`config.mk`:
```
export PLATFORM = sky130hd
export DESIGN_NAME = lbc_queue
export DESIGN_NICKNAME = d
export VERILOG_FILES = /design/src/rtl/lbc_pkg.sv /design/src/rtl/lbc_queue.sv
export VERILOG_INCLUDE_DIRS = /design/src /design/src/rtl
export SDC_FILE = /design/constraint.sdc
export NUM_CORES = 1
export LEC_CHECK = 0
export BUFFER_PORTS_ARGS = -buffer_cell sky130_fd_sc_hd__buf_4
export CAP_MARGIN = 40
export CELL_PAD_IN_SITES_DETAIL_PLACEMENT = 2
export CELL_PAD_IN_SITES_GLOBAL_PLACEMENT = 2
export CORE_AREA = 8 8 306 308
export DETAILED_ROUTE_END_ITERATION = 10
export DIE_AREA = 0 0 314 316
export PLACE_DENSITY_LB_ADDON = 0.25
export SETUP_SLACK_MARGIN = 0.05
export SLEW_MARGIN = 5
export SYNTH_ARGS = -nofsm -noshare
export SYNTH_HDL_FRONTEND = slang
export SYNTH_SLANG_ARGS = --single-unit
```
`constraint.sdc`:
```
create_clock -name clk -period 22.5 [get_ports clk]
set_input_delay 0 -clock clk [delete_from_list [all_inputs] [get_ports clk]]
set_output_delay 0 -clock clk [all_outputs]
set_load 0.01 [all_outputs]
```
`src/rtl/lqr_balance_controller_defines.svh`:
```
// assertion macros shared by the lqr balance controller modules
`ifndef LQR_BALANCE_CONTROLLER_DEFINES_SVH
`define LQR_BALANCE_CONTROLLER_DEFINES_SVH

// property that must hold at every clock edge outside reset
`define LBC_CHECK(lbl, prop) \
	lbl: assert property (@(posedge clk) disable iff (!arst_n) prop) \
		else $error("lbc check failed");

// when cond holds, nxt must hold in the following cycle
`define LBC_CHECK_NEXT(lbl, cond, nxt) \
	lbl: assert property (@(posedge clk) disable iff (!arst_n) (cond) |=> (nxt)) \
		else $error("lbc next-cycle check failed");

`endif

```
`src/rtl/lbc_pkg.sv`:
```
// shared types and constants of the lqr balance controller
`timescale 1ns / 1ps

package lbc_pkg;

	localparam int QDEPTH = 8;
	localparam int QAW = $clog2(QDEPTH);
	localparam int QCW = $clog2(QDEPTH + 1);

	// gain*error is 64 bits, shifted right by 16 it fits 48 bits
	localparam int TERM_W = 48;
	localparam int PAIR_W = TERM_W + 1;
	localparam int U_W = TERM_W + 2;

	localparam int CFG_IDX_W = 3;
	localparam logic [CFG_IDX_W-1:0] REG_GAIN_PITCH      = 3'd0;
	localparam logic [CFG_IDX_W-1:0] REG_GAIN_PITCH_RATE = 3'd1;
	localparam logic [CFG_IDX_W-1:0] REG_GAIN_POSITION   = 3'd2;
	localparam logic [CFG_IDX_W-1:0] REG_GAIN_VELOCITY   = 3'd3;
	localparam logic [CFG_IDX_W-1:0] REG_GAIN_INTEGRAL   = 3'd4;
	localparam logic [CFG_IDX_W-1:0] REG_MAX_DRIVE       = 3'd5;
	localparam logic [CFG_IDX_W-1:0] REG_INTEGRAL_LIMIT  = 3'd6;

	typedef struct packed {
		logic signed [31:0] gain_pitch;
		logic signed [31:0] gain_pitch_rate;
		logic signed [31:0] gain_position;
		logic signed [31:0] gain_velocity;
		logic signed [31:0] gain_integral;
		logic [30:0]        max_drive;
		logic [30:0]        integral_limit;
	} lbc_cfg_t;

	// one classified word waiting for the integrator stage
	typedef struct packed {
		logic                  clear;
		logic                  enable;
		logic                  err_pos;
		logic                  err_neg;
		logic signed [U_W-1:0] u;
		logic signed [31:0]    delta;
		logic signed [63:0]    gain_delta;
	} lbc_item_t;

endpackage

```
`src/rtl/lbc_queue.sv`:
```
// short word queue between the front pipeline and the integrator stage
`timescale 1ns / 1ps
`include "lqr_balance_controller_defines.svh"

module lbc_queue (
	input  logic                    clk,
	input  logic                    arst_n,
	input  logic                    push,
	input  lbc_pkg::lbc_item_t      push_item,
	input  logic                    pop,
	output logic                    head_valid,
	output lbc_pkg::lbc_item_t      head_item,
	output logic [lbc_pkg::QCW-1:0] count
);
	import lbc_pkg::*;

	lbc_item_t       mem_q [QDEPTH];
	logic [QAW-1:0]  wr_q, rd_q;
	logic [QCW-1:0]  count_q;

	always_ff @(posedge clk) begin
		if (push) begin
			mem_q[wr_q] <= push_item;
		end
	end

	always_ff @(posedge clk or negedge arst_n) begin
		if (!arst_n) begin
			wr_q <= '0;
			rd_q <= '0;
			count_q <= '0;
		end else begin
			if (push) begin
				wr_q <= (wr_q == QAW'(QDEPTH - 1)) ? '0 : wr_q + 1'b1;
			end
			if (pop) begin
				rd_q <= (rd_q == QAW'(QDEPTH - 1)) ? '0 : rd_q + 1'b1;
			end
			unique case ({push, pop})
				2'b10: begin
					count_q <= count_q + 1'b1;
				end
				2'b01: begin
					count_q <= count_q - 1'b1;
				end
				default: begin
					count_q <= count_q;
				end
			endcase
		end
	end

	assign head_valid = count_q != '0;
	assign head_item = mem_q[rd_q];
	assign count = count_q;

	`LBC_CHECK(q_no_overflow, (count_q == QCW'(QDEPTH)) |-> !push)
	`LBC_CHECK(q_no_underflow, (count_q == '0) |-> !pop)
	`LBC_CHECK_NEXT(q_head_holds, head_valid && !pop, $stable(head_item))

endmodule

```
==> metrics.cfg, run 1 <==
[synth]
netlist.area_leader.share_pct=79.0
yosysMostFrequentCell=edfxtp_1
synth_area_mm2=0.0456
synth.distinct_cells=22
ys_async_sr_fraction_pct=0.826
synth-adder-area-share_pct=0.192
syn_inst=1789
yosysTopAreaCell=edfxtp_1
ys_seq_area_share_pct=79.5
synth-compound-area-share_pct=0.0548
synth-xor-area-share_pct=0.0960
synth_edf_count=1200
yosys-top-cells-count=1200 x edfxtp_1, 300 x mux4_2, 157 x mux2_2
ys_top_cells_by_area=edfxtp_1 79%, mux4_2 15%, mux2_2 3.9%
muxShareOfSynthArea_pct=18.7
syn-num-nets=1950
avgSynthCellArea_um2=25.5
synth_ff_type=edfxtp_1
yosys.area_share.simple_pct=0.225
synth_top_family_by_area=multiplexers
synth_warnings=0
ys_seq_elements=1210

[floorplanning]
start_util_pct=51.2
die_h_um=316
rows=110
pin_count=309
die_x_um=314

[outcome]
tool.error=[ERROR DPL-0033] detailed placement checks failed during check placement.
status=stopped before the end
last-stage-reached=3_5_place_dp

[place]
hpwl_um=77800
gp_congestion=0.707
io_buffer_count=308

logic make-up after synthesis:
group | Yosys count
flops | 1210
fa+ha+maj | 7
xor+xnor | 5
buf+inv | 85
mux | 457
compound gates | 4
simple gates | 21
metrics by stage:
step	instances	hold WS (ns)	area (µm²)	worst slack, ns
floorplan	1789	-0.296	45600	10.97
global placement	3226	-0.152	49200	18.44
==> inputs of run 2 (changes only) <==
CELL_PAD_IN_SITES_DETAIL_PLACEMENT = not set   (was 2)
CELL_PAD_IN_SITES_GLOBAL_PLACEMENT = not set   (was 2)
CORE_AREA = 8 8 347 349   (was 8 8 306 308)
DIE_AREA = 0 0 355 357   (was 0 0 314 316)
PLACE_DENSITY_LB_ADDON = 0.15   (was 0.25)
SETUP_SLACK_MARGIN = not set   (was 0.05)
==> metrics.cfg, run 2 <==
[worst_setup_path]
r2r_setup_slack_ns=19.78
required_ns=22.50
slowest_delay_ns=0.92
slowest_stage=dfrtp_4
cp_cell_sequence=buf_4, buf_16, buf_4, buf_16, mux4_2, mux2_2, buf_4
reg2reg_from=rd_q[1]
endpoint_kind=output port
critical_path_arrival_ns=3.95
cp_common_cell=buf_4
rr_endpoint=rd_q[2]
worst-setup-path-type=flop to output port
path_max_fanout=39
start_kind=flop
rr_worst_depth=4

[clock_tree]
clockRootBuffer=clkbuf_16
h-tree-depth=4
clock_latency_ns=0.72
cts-resized-gates=0
holdBufCountCts=192
clockBufferDepth=3
clock-sinks=1210
cts_made_buffers=132
post_cts.repair.setup_buffers=0
clkTransAtPathRegs_ns=0.06
cts_tree=yes

[hold_path]
hold_class=input port to flop
hp-start=push_item[143]
hold_depth=2
hold_end=mem_q[2][143]

[final_layout]
final_cell_mix=1200 x edfxtp_1, 346 x buf_4, 300 x mux4_2
drive_above_1_share_pct=40.3
area_delta_synth_final_pct=22.9
register_area_mm2=0.0363
final_common_cell=edfxtp_1
finalNetCount=2553
multiInputGateArea_mm2=0.00884
regMostFlops=mem_q
fin_util_pct=48.7
fill_cells=9438
largest_register_ffs=1200
stdcell_area_mm2=0.0561
stdcell_count=4022

[global_route]
track_usage_pct=15.7
grt_pass1_wl_um=149000
grt_pass1_vias=22900
gr-total-overflow=0
grt_max_degree=161
antenna_found_initial=8

[pwr]
leakage_nw=18.3
seqPwrFrac_pct=40.6
switching_share_pct=28.5
powerDensity_mw_per_mm2=129
ir_drop_mv=0.0968
p_int_mw=5.19
power_frac_comb_pct=30.9
p_sw_mw=2.06
pwr-share-clk_pct=28.4

[drt]
highest_layer=met5
first_pass_iters=5
met2WireLength_um=50000
wl_um=99700
avgViaCountPerCell=5.13
drc=0
drt-initial-drc-count=1224
wl_per_cell_um=24.8
vias=20600
ant_nets=0
met1_length_um=42000
met3_length_um=5240

[synth]
avgSynthCellArea_um2=25.5  ; unchanged
ys_top_cells_by_area=edfxtp_1 79%, mux4_2 15%, mux2_2 3.9%  ; unchanged
synth.distinct_cells=22  ; unchanged
ys_async_sr_fraction_pct=0.826  ; unchanged
netlist.area_leader.share_pct=79.0  ; unchanged
syn_inst=1789  ; unchanged
synth_ff_type=edfxtp_1  ; unchanged
syn-num-nets=1950  ; unchanged
synth_warnings=0  ; unchanged
synth_area_mm2=0.0456  ; unchanged
yosysMostFrequentCell=edfxtp_1  ; unchanged
yosysTopAreaCell=edfxtp_1  ; unchanged
synth_edf_count=1200  ; unchanged
ys_seq_elements=1210  ; unchanged
ys_seq_area_share_pct=79.5  ; unchanged
yosys-top-cells-count=1200 x edfxtp_1, 300 x mux4_2, 157 x mux2_2  ; unchanged

[floorplanning]
rows=125  ; was 110
start_util_pct=39.6  ; was 51.2%
die_x_um=355  ; was 314 µm
core_mm2=0.115
die_h_um=357  ; was 316 µm
pin_count=309  ; unchanged
die_area_mm2=0.127

[place]
hpwl_um=54300  ; was 77800 µm
io_buffer_count=308  ; unchanged
place_area_mm2=0.0500
placed_cells=3590
gp_congestion=0.681  ; was 0.707

[timing]
setup_violations=0
timing.fmax_mhz=253
period_share_pct=17.5
drv_slew=0
fin_tns_setup_ns=0
tightest_slew_ns=1.19
maxSlewHeadroom_pct=20.5
finalCriticalPeriod_ns=3.95
hold_violations=0
skew_ns=0.0162
rsz0062_at_grt=no

[outcome]
status=complete, no violations  ; was stopped before the end

[flow_run]
max_cap_violations=0

## run 2: cell counts after synthesis
No cell type changed its count.
## run 2: logic make-up after synthesis
kind of cell | synth area share (%)
simple gates | 0.225
buf+inv | 1.23
flops | 79.5
fa+ha+maj | 0.192
mux | 18.7
xor+xnor | 0.0960
compound gates | 0.0549
## run 2: final cells by class
class,instances,area share [%]
antenna,4,0.0178
clock buffer,168,6.32
clock inverter,68,1.09
inverter,1,0.00669
multi-input combinational,494,15.8
sequential,1210,64.7
tap,1524,3.40
timing repair buffer,553,8.69
## run 2: layer usage
metal	GRT usage [%]	vias up
li1	-	8955
met3	3.69	161
met4	4.87	10
met1	20.3	11000
met5	0	-
met2	26.3	475
## run 2: power by group through the flow
stage,combinational [mW],clock [mW],sequential (mW)
after floorplan,1.43,0,3.01
after global placement,2.25,0,2.99
after detailed placement,2.30,0,3.00
after CTS,2.34,2.13,2.96
after global routing,2.42,2.21,2.98
final,2.24,2.06,2.95
## run 2: stage by stage
step                      setup WS (ns)  power (mW)  hold slack (ns)
after CTS                         18.34        7.42         0.000153
after floorplan                   10.97        4.44           -0.296
final                             18.55        7.25           0.0713
after detailed placement          19.15        5.30           -0.139
after global placement            18.59        5.24           -0.141
after global routing              18.24        7.61           0.0146
## run 2: worst max-delay path by stage
stage | start | to | slack (ns) | cells past startpoint
floorplan | wr_q[1] | mem_q[0][0] | 10.97 | 2
global placement | rd_q[0] | head_item[58] | 18.59 | 5
detailed placement | rd_q[0] | head_item[85] | 19.15 | 7
CTS | rd_q[0] | head_item[85] | 18.34 | 7
global route | rd_q[0] | head_item[85] | 18.24 | 7
finish | rd_q[0] | head_item[94] | 18.55 | 7
## run 2: critical path: cells and delay by family (launching register included)
kind	cells	cell delay, ns
DFF	1	0.92
buffers and inverters	5	1.36
muxes	2	0.85
Power figures use the tool's default switching activity.
