`config.mk`:
```
export PLATFORM = sky130hd
export DESIGN_NAME = lbc_back
export DESIGN_NICKNAME = d
export VERILOG_FILES = /design/src/rtl/lbc_pkg.sv /design/src/rtl/lbc_back.sv
export VERILOG_INCLUDE_DIRS = /design/src /design/src/rtl
export SDC_FILE = /design/constraint.sdc
export NUM_CORES = 2
export LEC_CHECK = 0
export ABC_AREA = 1
export BUFFER_PORTS_ARGS = -buffer_cell sky130_fd_sc_hd__buf_2
export CORE_MARGIN = 2
export CORE_UTILIZATION = 56
export CTS_BUF_LIST = sky130_fd_sc_hd__clkbuf_4
export CTS_CLUSTER_SIZE = 24
export DETAILED_ROUTE_END_ITERATION = 10
export PLACE_DENSITY = 0.74
export SLEW_MARGIN = 20
export SYNTH_ARGS = -nofsm -noshare
export SYNTH_HDL_FRONTEND = slang
export SYNTH_SLANG_ARGS = --single-unit
```
`constraint.sdc`:
```
create_clock -name clk -period 29.9 [get_ports clk]
set_clock_uncertainty 0.05 [all_clocks]
set_input_delay 4.485 -clock clk [delete_from_list [all_inputs] [get_ports clk]]
set_output_delay 4.485 -clock clk [all_outputs]
set_load 0.005 [all_outputs]
```
`src/rtl/lqr_balance_controller_defines.svh`:
```
// assertion macros shared by the lqr balance controller modules
`ifndef LQR_BALANCE_CONTROLLER_DEFINES_SVH
`define LQR_BALANCE_CONTROLLER_DEFINES_SVH

// property that must hold at every clock edge outside reset
`define LBC_CHECK(lbl, prop) \
	lbl: assert property (@(posedge clk) disable iff (!arst_n) prop) \
		else $error("lbc check failed");

// when cond holds, nxt must hold in the following cycle
`define LBC_CHECK_NEXT(lbl, cond, nxt) \
	lbl: assert property (@(posedge clk) disable iff (!arst_n) (cond) |=> (nxt)) \
		else $error("lbc next-cycle check failed");

`endif

```
`src/rtl/lbc_pkg.sv`:
```
// shared types and constants of the lqr balance controller
`timescale 1ns / 1ps

package lbc_pkg;

	localparam int QDEPTH = 8;
	localparam int QAW = $clog2(QDEPTH);
	localparam int QCW = $clog2(QDEPTH + 1);

	// gain*error is 64 bits, shifted right by 16 it fits 48 bits
	localparam int TERM_W = 48;
	localparam int PAIR_W = TERM_W + 1;
	localparam int U_W = TERM_W + 2;

	localparam int CFG_IDX_W = 3;
	localparam logic [CFG_IDX_W-1:0] REG_GAIN_PITCH      = 3'd0;
	localparam logic [CFG_IDX_W-1:0] REG_GAIN_PITCH_RATE = 3'd1;
	localparam logic [CFG_IDX_W-1:0] REG_GAIN_POSITION   = 3'd2;
	localparam logic [CFG_IDX_W-1:0] REG_GAIN_VELOCITY   = 3'd3;
	localparam logic [CFG_IDX_W-1:0] REG_GAIN_INTEGRAL   = 3'd4;
	localparam logic [CFG_IDX_W-1:0] REG_MAX_DRIVE       = 3'd5;
	localparam logic [CFG_IDX_W-1:0] REG_INTEGRAL_LIMIT  = 3'd6;

	typedef struct packed {
		logic signed [31:0] gain_pitch;
		logic signed [31:0] gain_pitch_rate;
		logic signed [31:0] gain_position;
		logic signed [31:0] gain_velocity;
		logic signed [31:0] gain_integral;
		logic [30:0]        max_drive;
		logic [30:0]        integral_limit;
	} lbc_cfg_t;

	// one classified word waiting for the integrator stage
	typedef struct packed {
		logic                  clear;
		logic                  enable;
		logic                  err_pos;
		logic                  err_neg;
		logic signed [U_W-1:0] u;
		logic signed [31:0]    delta;
		logic signed [63:0]    gain_delta;
	} lbc_item_t;

endpackage

```
`src/rtl/lbc_back.sv`:
```
// back pipeline: integrator with anti-windup, clamps and output register
`timescale 1ns / 1ps
`include "lqr_balance_controller_defines.svh"

module lbc_back (
	input  logic               clk,
	input  logic               arst_n,
	input  lbc_pkg::lbc_cfg_t  cfg,
	input  logic               gain_integral_written,
	input  logic               head_valid,
	input  lbc_pkg::lbc_item_t head_item,
	output logic               pop,
	output logic               out_valid,
	input  logic               out_stall,
	output logic signed [31:0] drive,
	output logic signed [31:0] integral_term,
	output logic               integrator_frozen
);
	import lbc_pkg::*;

	localparam logic [1:0] RS_IDLE = 2'd0;
	localparam logic [1:0] RS_MUL  = 2'd1;
	localparam logic [1:0] RS_LOAD = 2'd2;

	localparam int PROBE_W = U_W + 1;

	// integrator and its product with gain_integral, kept side by side
	logic signed [31:0]        integ_q;
	logic signed [63:0]        pacc_q, pmax_q, pmin_q, rsprod_q;
	logic [1:0]                rs_q;

	logic                      adv;
	logic signed [PROBE_W-1:0] probe, md_ext, md_neg;
	logic [32:0]               isum;
	logic                      hi, lo, frz;
	logic signed [31:0]        nxt_integ;
	logic signed [63:0]        nxt_pacc;
	logic signed [63:0]        gi_ext, gi_sh;

	logic                      v_s1, v_s2, v_s3;
	logic                      clear_s1, clear_s2;
	logic                      frozen_s1, frozen_s2, frozen_s3;
	logic signed [U_W-1:0]     u_s1, u_s2;
	logic signed [TERM_W-1:0]  pint_s1;
	logic signed [31:0]        iterm_s2, iterm_s3, drive_s3;

	logic signed [TERM_W-1:0]  lim_ext;
	logic signed [TERM_W-1:0]  iterm_c;
	logic signed [PROBE_W-1:0] sum_c;
	logic signed [PROBE_W-1:0] drive_c;

	assign adv = !(v_s3 && out_stall);
	assign pop = adv && head_valid && (rs_q == RS_IDLE);

	assign gi_ext = {{32{cfg.gain_integral[31]}}, cfg.gain_integral};
	assign gi_sh = gi_ext <<< 31;

	assign md_ext = {{(PROBE_W - 31){1'b0}}, cfg.max_drive};
	assign md_neg = -md_ext;

	always_comb begin
		probe = {head_item.u[U_W-1], head_item.u}
			+ {{(PROBE_W - TERM_W){pacc_q[63]}}, pacc_q[63:16]};
		hi = (probe >= md_ext) && head_item.err_pos;
		lo = (probe <= md_neg) && head_item.err_neg;
		isum = {integ_q[31], integ_q} + {head_item.delta[31], head_item.delta};
		nxt_integ = integ_q;
		nxt_pacc = pacc_q;
		frz = 1'b0;
		priority if (head_item.clear || !head_item.enable) begin
			nxt_integ = '0;
			nxt_pacc = '0;
		end else if (hi || lo) begin
			frz = 1'b1;
		end else if (isum[32] != isum[31]) begin
			// saturated sum: product comes from the precomputed end points
			if (isum[32]) begin
				nxt_integ = 32'sh80000000;
				nxt_pacc = pmin_q;
			end else begin
				nxt_integ = 32'sh7fffffff;
				nxt_pacc = pmax_q;
			end
		end else begin
			nxt_integ = isum[31:0];
			nxt_pacc = pacc_q + head_item.gain_delta;
		end
	end

	always_ff @(posedge clk or negedge arst_n) begin
		if (!arst_n) begin
			integ_q <= '0;
			pacc_q <= '0;
			pmax_q <= '0;
			pmin_q <= '0;
			rs_q <= RS_IDLE;
		end else begin
			unique case (rs_q)
				RS_IDLE: begin
					if (gain_integral_written) begin
						rs_q <= RS_MUL;
					end
				end
				RS_MUL: begin
					pmax_q <= gi_sh - gi_ext;
					pmin_q <= -gi_sh;
					rs_q <= RS_LOAD;
				end
				RS_LOAD: begin
					pacc_q <= rsprod_q;
					rs_q <= RS_IDLE;
				end
				default: begin
					rs_q <= RS_IDLE;
				end
			endcase
			if (pop) begin
				integ_q <= nxt_integ;
				pacc_q <= nxt_pacc;
			end
		end
	end

	always_ff @(posedge clk) begin
		rsprod_q <= $signed(cfg.gain_integral) * $signed(integ_q);
	end

	always_ff @(posedge clk or negedge arst_n) begin
		if (!arst_n) begin
			v_s1 <= 1'b0;
			v_s2 <= 1'b0;
			v_s3 <= 1'b0;
		end else if (adv) begin
			v_s1 <= pop;
			v_s2 <= v_s1;
			v_s3 <= v_s2;
		end
	end

	always_comb begin
		lim_ext = {{(TERM_W - 31){1'b0}}, cfg.integral_limit};
		if (pint_s1 > lim_ext) begin
			iterm_c = lim_ext;
		end else if (pint_s1 < -lim_ext) begin
			iterm_c = -lim_ext;
		end else begin
			iterm_c = pint_s1;
		end
		sum_c = {u_s2[U_W-1], u_s2} + {{(PROBE_W - 32){iterm_s2[31]}}, iterm_s2};
		if (sum_c > md_ext) begin
			drive_c = md_ext;
		end else if (sum_c < md_neg) begin
			drive_c = md_neg;
		end else begin
			drive_c = sum_c;
		end
	end

	always_ff @(posedge clk) begin
		if (adv) begin
			clear_s1 <= head_item.clear;
			frozen_s1 <= frz;
			u_s1 <= head_item.u;
			pint_s1 <= nxt_pacc[63:16];

			clear_s2 <= clear_s1;
			frozen_s2 <= frozen_s1;
			u_s2 <= u_s1;
			iterm_s2 <= iterm_c[31:0];

			frozen_s3 <= frozen_s2;
			iterm_s3 <= iterm_s2;
			drive_s3 <= clear_s2 ? 32'sd0 : drive_c[31:0];
		end
	end

	assign out_valid = v_s3;
	assign drive = drive_s3;
	assign integral_term = iterm_s3;
	assign integrator_frozen = frozen_s3;

	`LBC_CHECK(rs_blocks_pop, (rs_q != RS_IDLE) |-> !pop)
	`LBC_CHECK_NEXT(clear_zeroes_state, pop && head_item.clear, integ_q == '0 && pacc_q == '0)
	`LBC_CHECK_NEXT(freeze_holds_state, pop && frz, $stable(integ_q) && $stable(pacc_q))

endmodule

```
# Word-level counts from Yosys, hierarchy flattened

Index checks and enable logic that the tools add are counted.

Add/subtract/negate cells: 8
$mul: 1
Div/mod/pow operators: 0
Order comparisons: 6
Equal/unequal tests: 6
Shift-type cells: 0
Multiplexer cells: 17
Bitwise gates (word level): 0
Reduce and logical (&&, ||, !) cells: 14

Operators by type and width:

| cell                                                | count |
|---|---|
| 2-to-1 mux 64 bit                                   | 6 |
| 2-to-1 mux 32 bit                                   | 6 |
| adder 64 bit                                        | 1 |
| multiplier 32 x 32 -> 64 bit                        | 1 |
| negation 63 -> 64 bit                               | 1 |
| subtractor 63 x 32 -> 64 bit                        | 1 |
| 2-to-1 mux 31 bit                                   | 2 |
| adder 50 x 32 -> 51 bit                             | 1 |
| adder 50 x 48 -> 51 bit                             | 1 |
| greater-or-equal comparator 51 x 32 -> 1 bit        | 1 |
| > comparator 51 x 32 -> 1 bit                       | 1 |
| less-or-equal comparator 51 bit                     | 1 |
| less-than comparator 51 bit                         | 1 |
| negation 31 -> 51 bit                               | 1 |
| > comparator 48 x 32 -> 1 bit                       | 1 |
| less-than comparator 48 bit                         | 1 |
| negation 31 -> 48 bit                               | 1 |
| adder 32 x 32 -> 33 bit                             | 1 |
| logical AND 1 bit                                   | 5 |
| != test 2 bit, second input constant                | 2 |
| one-hot mux 2 bit (2 select lines)                  | 1 |
| AND reduction 2 bit                                 | 2 |
| != test 3 bit, second input constant                | 1 |
| equality test 2 x 1 -> 1 bit, second input constant | 1 |
| 9 further kinds                                     | 11 |

Register bits: 542
Latch bits: 0
RAM bits: 0
ROM bits: 0
Bits of input ports: 377
Output and inout bits: 67
Word-level logic and storage cells: 75
Memories: 0

# Depth between registers and ports, before layout

Depth after elaboration: 7
Gate-level depth with buffers: 36
Mapped depth without buffers: 34

# Least setup slack after synthesis

Ideal clock, no wire load.

Kind: input -> output
From: input port out_stall
To: output port pop
Data arrival time: 11.449 ns
Data required time: 25.365 ns
Setup slack: 13.916 ns
Stages: 4
Buffers on the path: 1
Cells stage by stage: nand2_1 nand3_1 inv_2 buf_1

Word-level cells in the longest chain between the ends: 4

RTL lines:

| item                            | line           | RTL |
|---|---|---|
| from (decl)                     | lbc_back.sv:14 | `input logic out_stall,` |
| logical AND 1 bit               | lbc_back.sv:52 | `assign adv = !(v_s3 && out_stall);` |
| zero test 1 bit                 | lbc_back.sv:52 |  |
| logical AND 1 bit (2 in series) | lbc_back.sv:53 | `assign pop = adv && head_valid && (rs_q == RS_IDLE);` |
| to (decl)                       | lbc_back.sv:12 | `output logic pop,` |

No other way between the ends.

# Final worst setup path

From: input port cfg[93] (netlist bit)
To: register rsprod_q[59]

Word-level cells in the longest chain between the ends: 1

RTL lines:

| item                         | line            | RTL |
|---|---|---|
| from (decl)                  | lbc_back.sv:8   | `input lbc_pkg::lbc_cfg_t cfg,` |
| multiplier 32 x 32 -> 64 bit | lbc_back.sv:125 | `rsprod_q <= $signed(cfg.gain_integral) * $signed(integ_q);` |
| to (signal assigned)         | lbc_back.sv:125 |  |
| to (decl)                    | lbc_back.sv:29  | `logic signed [63:0] pacc_q, pmax_q, pmin_q, rsprod_q;` |

No other way between the ends.
A chain may end at the register's enable or synchronous reset.

==> results.sh <==
export IMPL_portBuffers=315
export IMPL_overflow=0
export IMPL_min_path_type="reg -> reg"
export IMPL_dieArea_sq_mm=0.145
export IMPL_core_sq_mm=0.141
export IMPL_wl_per_cell_um=22.6
export IMPL_syn_to_final_growth_pct=6.44
export IMPL_ctsLongestPathBuffers=3
export IMPL_mostFrequentLayoutCell="nand2_1"
export IMPL_slew_violations=0
export IMPL_fmax_mhz=79.1
export IMPL_reg2reg_depth=25
export IMPL_placed_cells=12485
export IMPL_crit_reg2reg_capture="rsprod_q[59]"
export IMPL_synth_nets=12676
export IMPL_synth_edff_count=249
export IMPL_cts_resized=0
export IMPL_finalNetCount=12852
export IMPL_dp_final_hpwl_um=240000
export IMPL_drc=2
export IMPL_n_fill_cell=13123
export IMPL_post_route_period_util_pct=42.3
export IMPL_path_class="in -> reg"
export IMPL_required_ns=30.82
export IMPL_syn_cell_area_sq_mm=0.0795
export IMPL_synth_flop_cell="edfxtp_1"
export IMPL_num_rows=138
export IMPL_setup_tns_ns=0
export IMPL_layout_min_cycle_time_ns=12.65
export IMPL_avgViaCountPerCell=5.63
export IMPL_cp_startpoint="cfg[93]"
export IMPL_async_reset_ff_share_pct=34.8
export IMPL_worst_setup_path_start_kind="input pin"
export IMPL_synth_seq_cells=480
export IMPL_dieHeight_um=381
export IMPL_outcome="finished with violations"
export IMPL_synth_cells=10559
export IMPL_synth_cell_types=70
export IMPL_grt_pass1_vias=73015
export IMPL_layout_common_cells="2687 x nand2_1, 2300 x inv_1, 1086 x fa_1"
export IMPL_setup_viol=0
export IMPL_vias=71807
export IMPL_antenna_found_initial=12
export IMPL_slew_headroom_pct=18.7
export IMPL_grt_pass1_wl_um=436000
export IMPL_insertion_delay_ns=1.18
export IMPL_violations="DRC"
export IMPL_clock_sinks=480
export IMPL_place_gp_congestion=1.03
export IMPL_ys_warn_count=0
export IMPL_cts_buffers=138
export IMPL_cts_reportedPaths_clkPinSlew_ns=0.06
export IMPL_routed_wl_um=288000
export IMPL_worst_setup_path_end_kind="flop"
export IMPL_crit_path_end="rsprod_q[59]"
export IMPL_arrival_ns=13.57
export IMPL_start_util_pct=56.3
export IMPL_cts_hold_buf=0
export IMPL_crit_fanout=34
export IMPL_yosysSeqAreaShare_pct=16.3
export IMPL_grt_max_degree=200
export IMPL_tightest_slew_ns=1.22
export IMPL_finalHoldViolCount=0
export IMPL_post_cts_repair_setup_buffers=0
export IMPL_reg2reg_slack_ns=20.82
export IMPL_drtPass1Iterations=11
export IMPL_antenna_left=0
export IMPL_io_pins=444
export IMPL_drive_above_1_share_pct=6.97
export IMPL_syn_avg_cell_area_sq_um=7.52
export IMPL_maxCapViolCount=0
export IMPL_drt_iter0_markers=6731
export IMPL_fin_cells=12748
export IMPL_grt_total_usage_pct=40.0
export IMPL_cts_tree="built"
export IMPL_clockRootBuffer="clkbuf_4"
export IMPL_h_tree_depth=4
export IMPL_die_w_um=381
export IMPL_rsz0062_at_grt="false"
export IMPL_r2r_start="integ_q[4]"
-- per-layer routing --
metal  up-vias  share of wire (%)  track usage, %
li1      32965                  -               -
met1     34532                 37            48.9
met2      3474                 47            66.3
met3       834                8.4            6.53
met4         2                7.4            25.0
met5         -             0.0024               0
-- state kept, by name, summed over array words and instances, names as in the netlist --
register and flops:
pacc_q 64, pmax_q 64, rsprod_q 64, u_s1 50
u_s2 50, pint_s1 48, drive 32, integ_q 32
integral_term 32, iterm_s2 32, pmin_q 2, rs_q 2
clear_s1 1, clear_s2 1, frozen_s1 1, frozen_s2 1
integrator_frozen 1, out_valid 1, v_s1 1, v_s2 1
-- area by class of cell --
cell class / count / area, sq um / area share (%)
Timing Repair Buffer: 414 / 2340 / 2.77
Tap cell: 1890 / 2360 / 2.80
Antenna cell: 18 / 45.0 / 0.0533
Multi-Input combinational cell: 7377 / 56300 / 66.6
Clock inverter: 53 / 364 / 0.431
Sequential cell: 480 / 12900 / 15.3
Clock buffer: 192 / 1440 / 1.70
Inverter: 2324 / 8720 / 10.3
-- metrics by stage --
| stage | instance area (sq um) | utilization, % | setup WS [ns] | hold WS [ns] |
|---|---|---|---|---|
| 3_3_place_gp | 82700 | 58.6 | 16.46 | 0.350 |
| 5_1_grt | 84500 | 59.9 | 16.98 | 0.369 |
| 2_1_floorplan | 79500 | - | 13.92 | 0.350 |
| 4_1_cts | 84500 | 59.8 | 17.49 | 0.356 |
| 3_5_place_dp | 82700 | 58.6 | 16.28 | 0.355 |
| 6_report | 84600 | 59.9 | 17.25 | 0.353 |
-- cell families after synthesis --
| kind of cell | count (synthesis) | share of synthesized area (%) |
|---|---|---|
| compound gates | 1256 | 8.95 |
| xor+xnor | 292 | 3.23 |
| fa+ha+maj | 1740 | 37.7 |
| buf+inv | 2702 | 12.9 |
| flops | 480 | 16.3 |
| simple gates | 4089 | 21.0 |
-- Yosys cell counts, types with 52 or more instances --
library cell / count / area [sq um]
nand2_1: 2690 / 10100
inv_1: 2300 / 8630
fa_1: 1086 / 21700
nor2_1: 695 / 2610
ha_1: 654 / 8180
a21oi_1: 490 / 2450
nand3_1: 353 / 1770
o21ai_0: 353 / 1770
clkbuf_1: 280 / 1050
edfxtp_1: 249 / 7480
xor2_1: 190 / 1660
dfrtp_1: 167 / 4180
nand4_1: 114 / 713
xnor2_1: 101 / 885
nor3_1: 86 / 430
a31oi_1: 73 / 457
dfxtp_1: 64 / 1280
buf_1: 54 / 203
o211ai_1: 52 / 390
-- worst max-delay path, stage by stage --
cell and delay, ns:
buf_2 0.79, nand2_1 0.25, inv_1 0.19, fa_1 0.46
fa_1 0.53, fa_1 1.12, fa_1 0.57, fa_1 0.54
fa_1 0.60, fa_1 0.47, fa_1 0.49, ha_1 0.49
nand2_1 0.19, nor2_1 0.15, inv_1 0.07, nor2_1 0.17
and3_1 0.26, nand4_1 0.12, nand3_1 0.33, nand2_1 0.09
o211ai_1 0.15, a21oi_1 0.15, o21ai_0 0.32, a21oi_1 0.19
xnor2_1 0.36
-- worst min path at each step --
stage | from | to | slack (ns) | cells after the start
floorplan | clear_s1 | clear_s2 | 0.35 | 0
global placement | frozen_s2 | integrator_frozen | 0.35 | 0
detailed placement | u_s1[14] | u_s2[14] | 0.35 | 0
CTS | u_s1[15] | u_s2[15] | 0.36 | 0
global route | u_s1[0] | u_s2[0] | 0.37 | 0
finish | u_s1[18] | u_s2[18] | 0.35 | 0
Power is not shown: default switching activity piles up to over one toggle a cycle in this logic, so the estimate is an artifact.
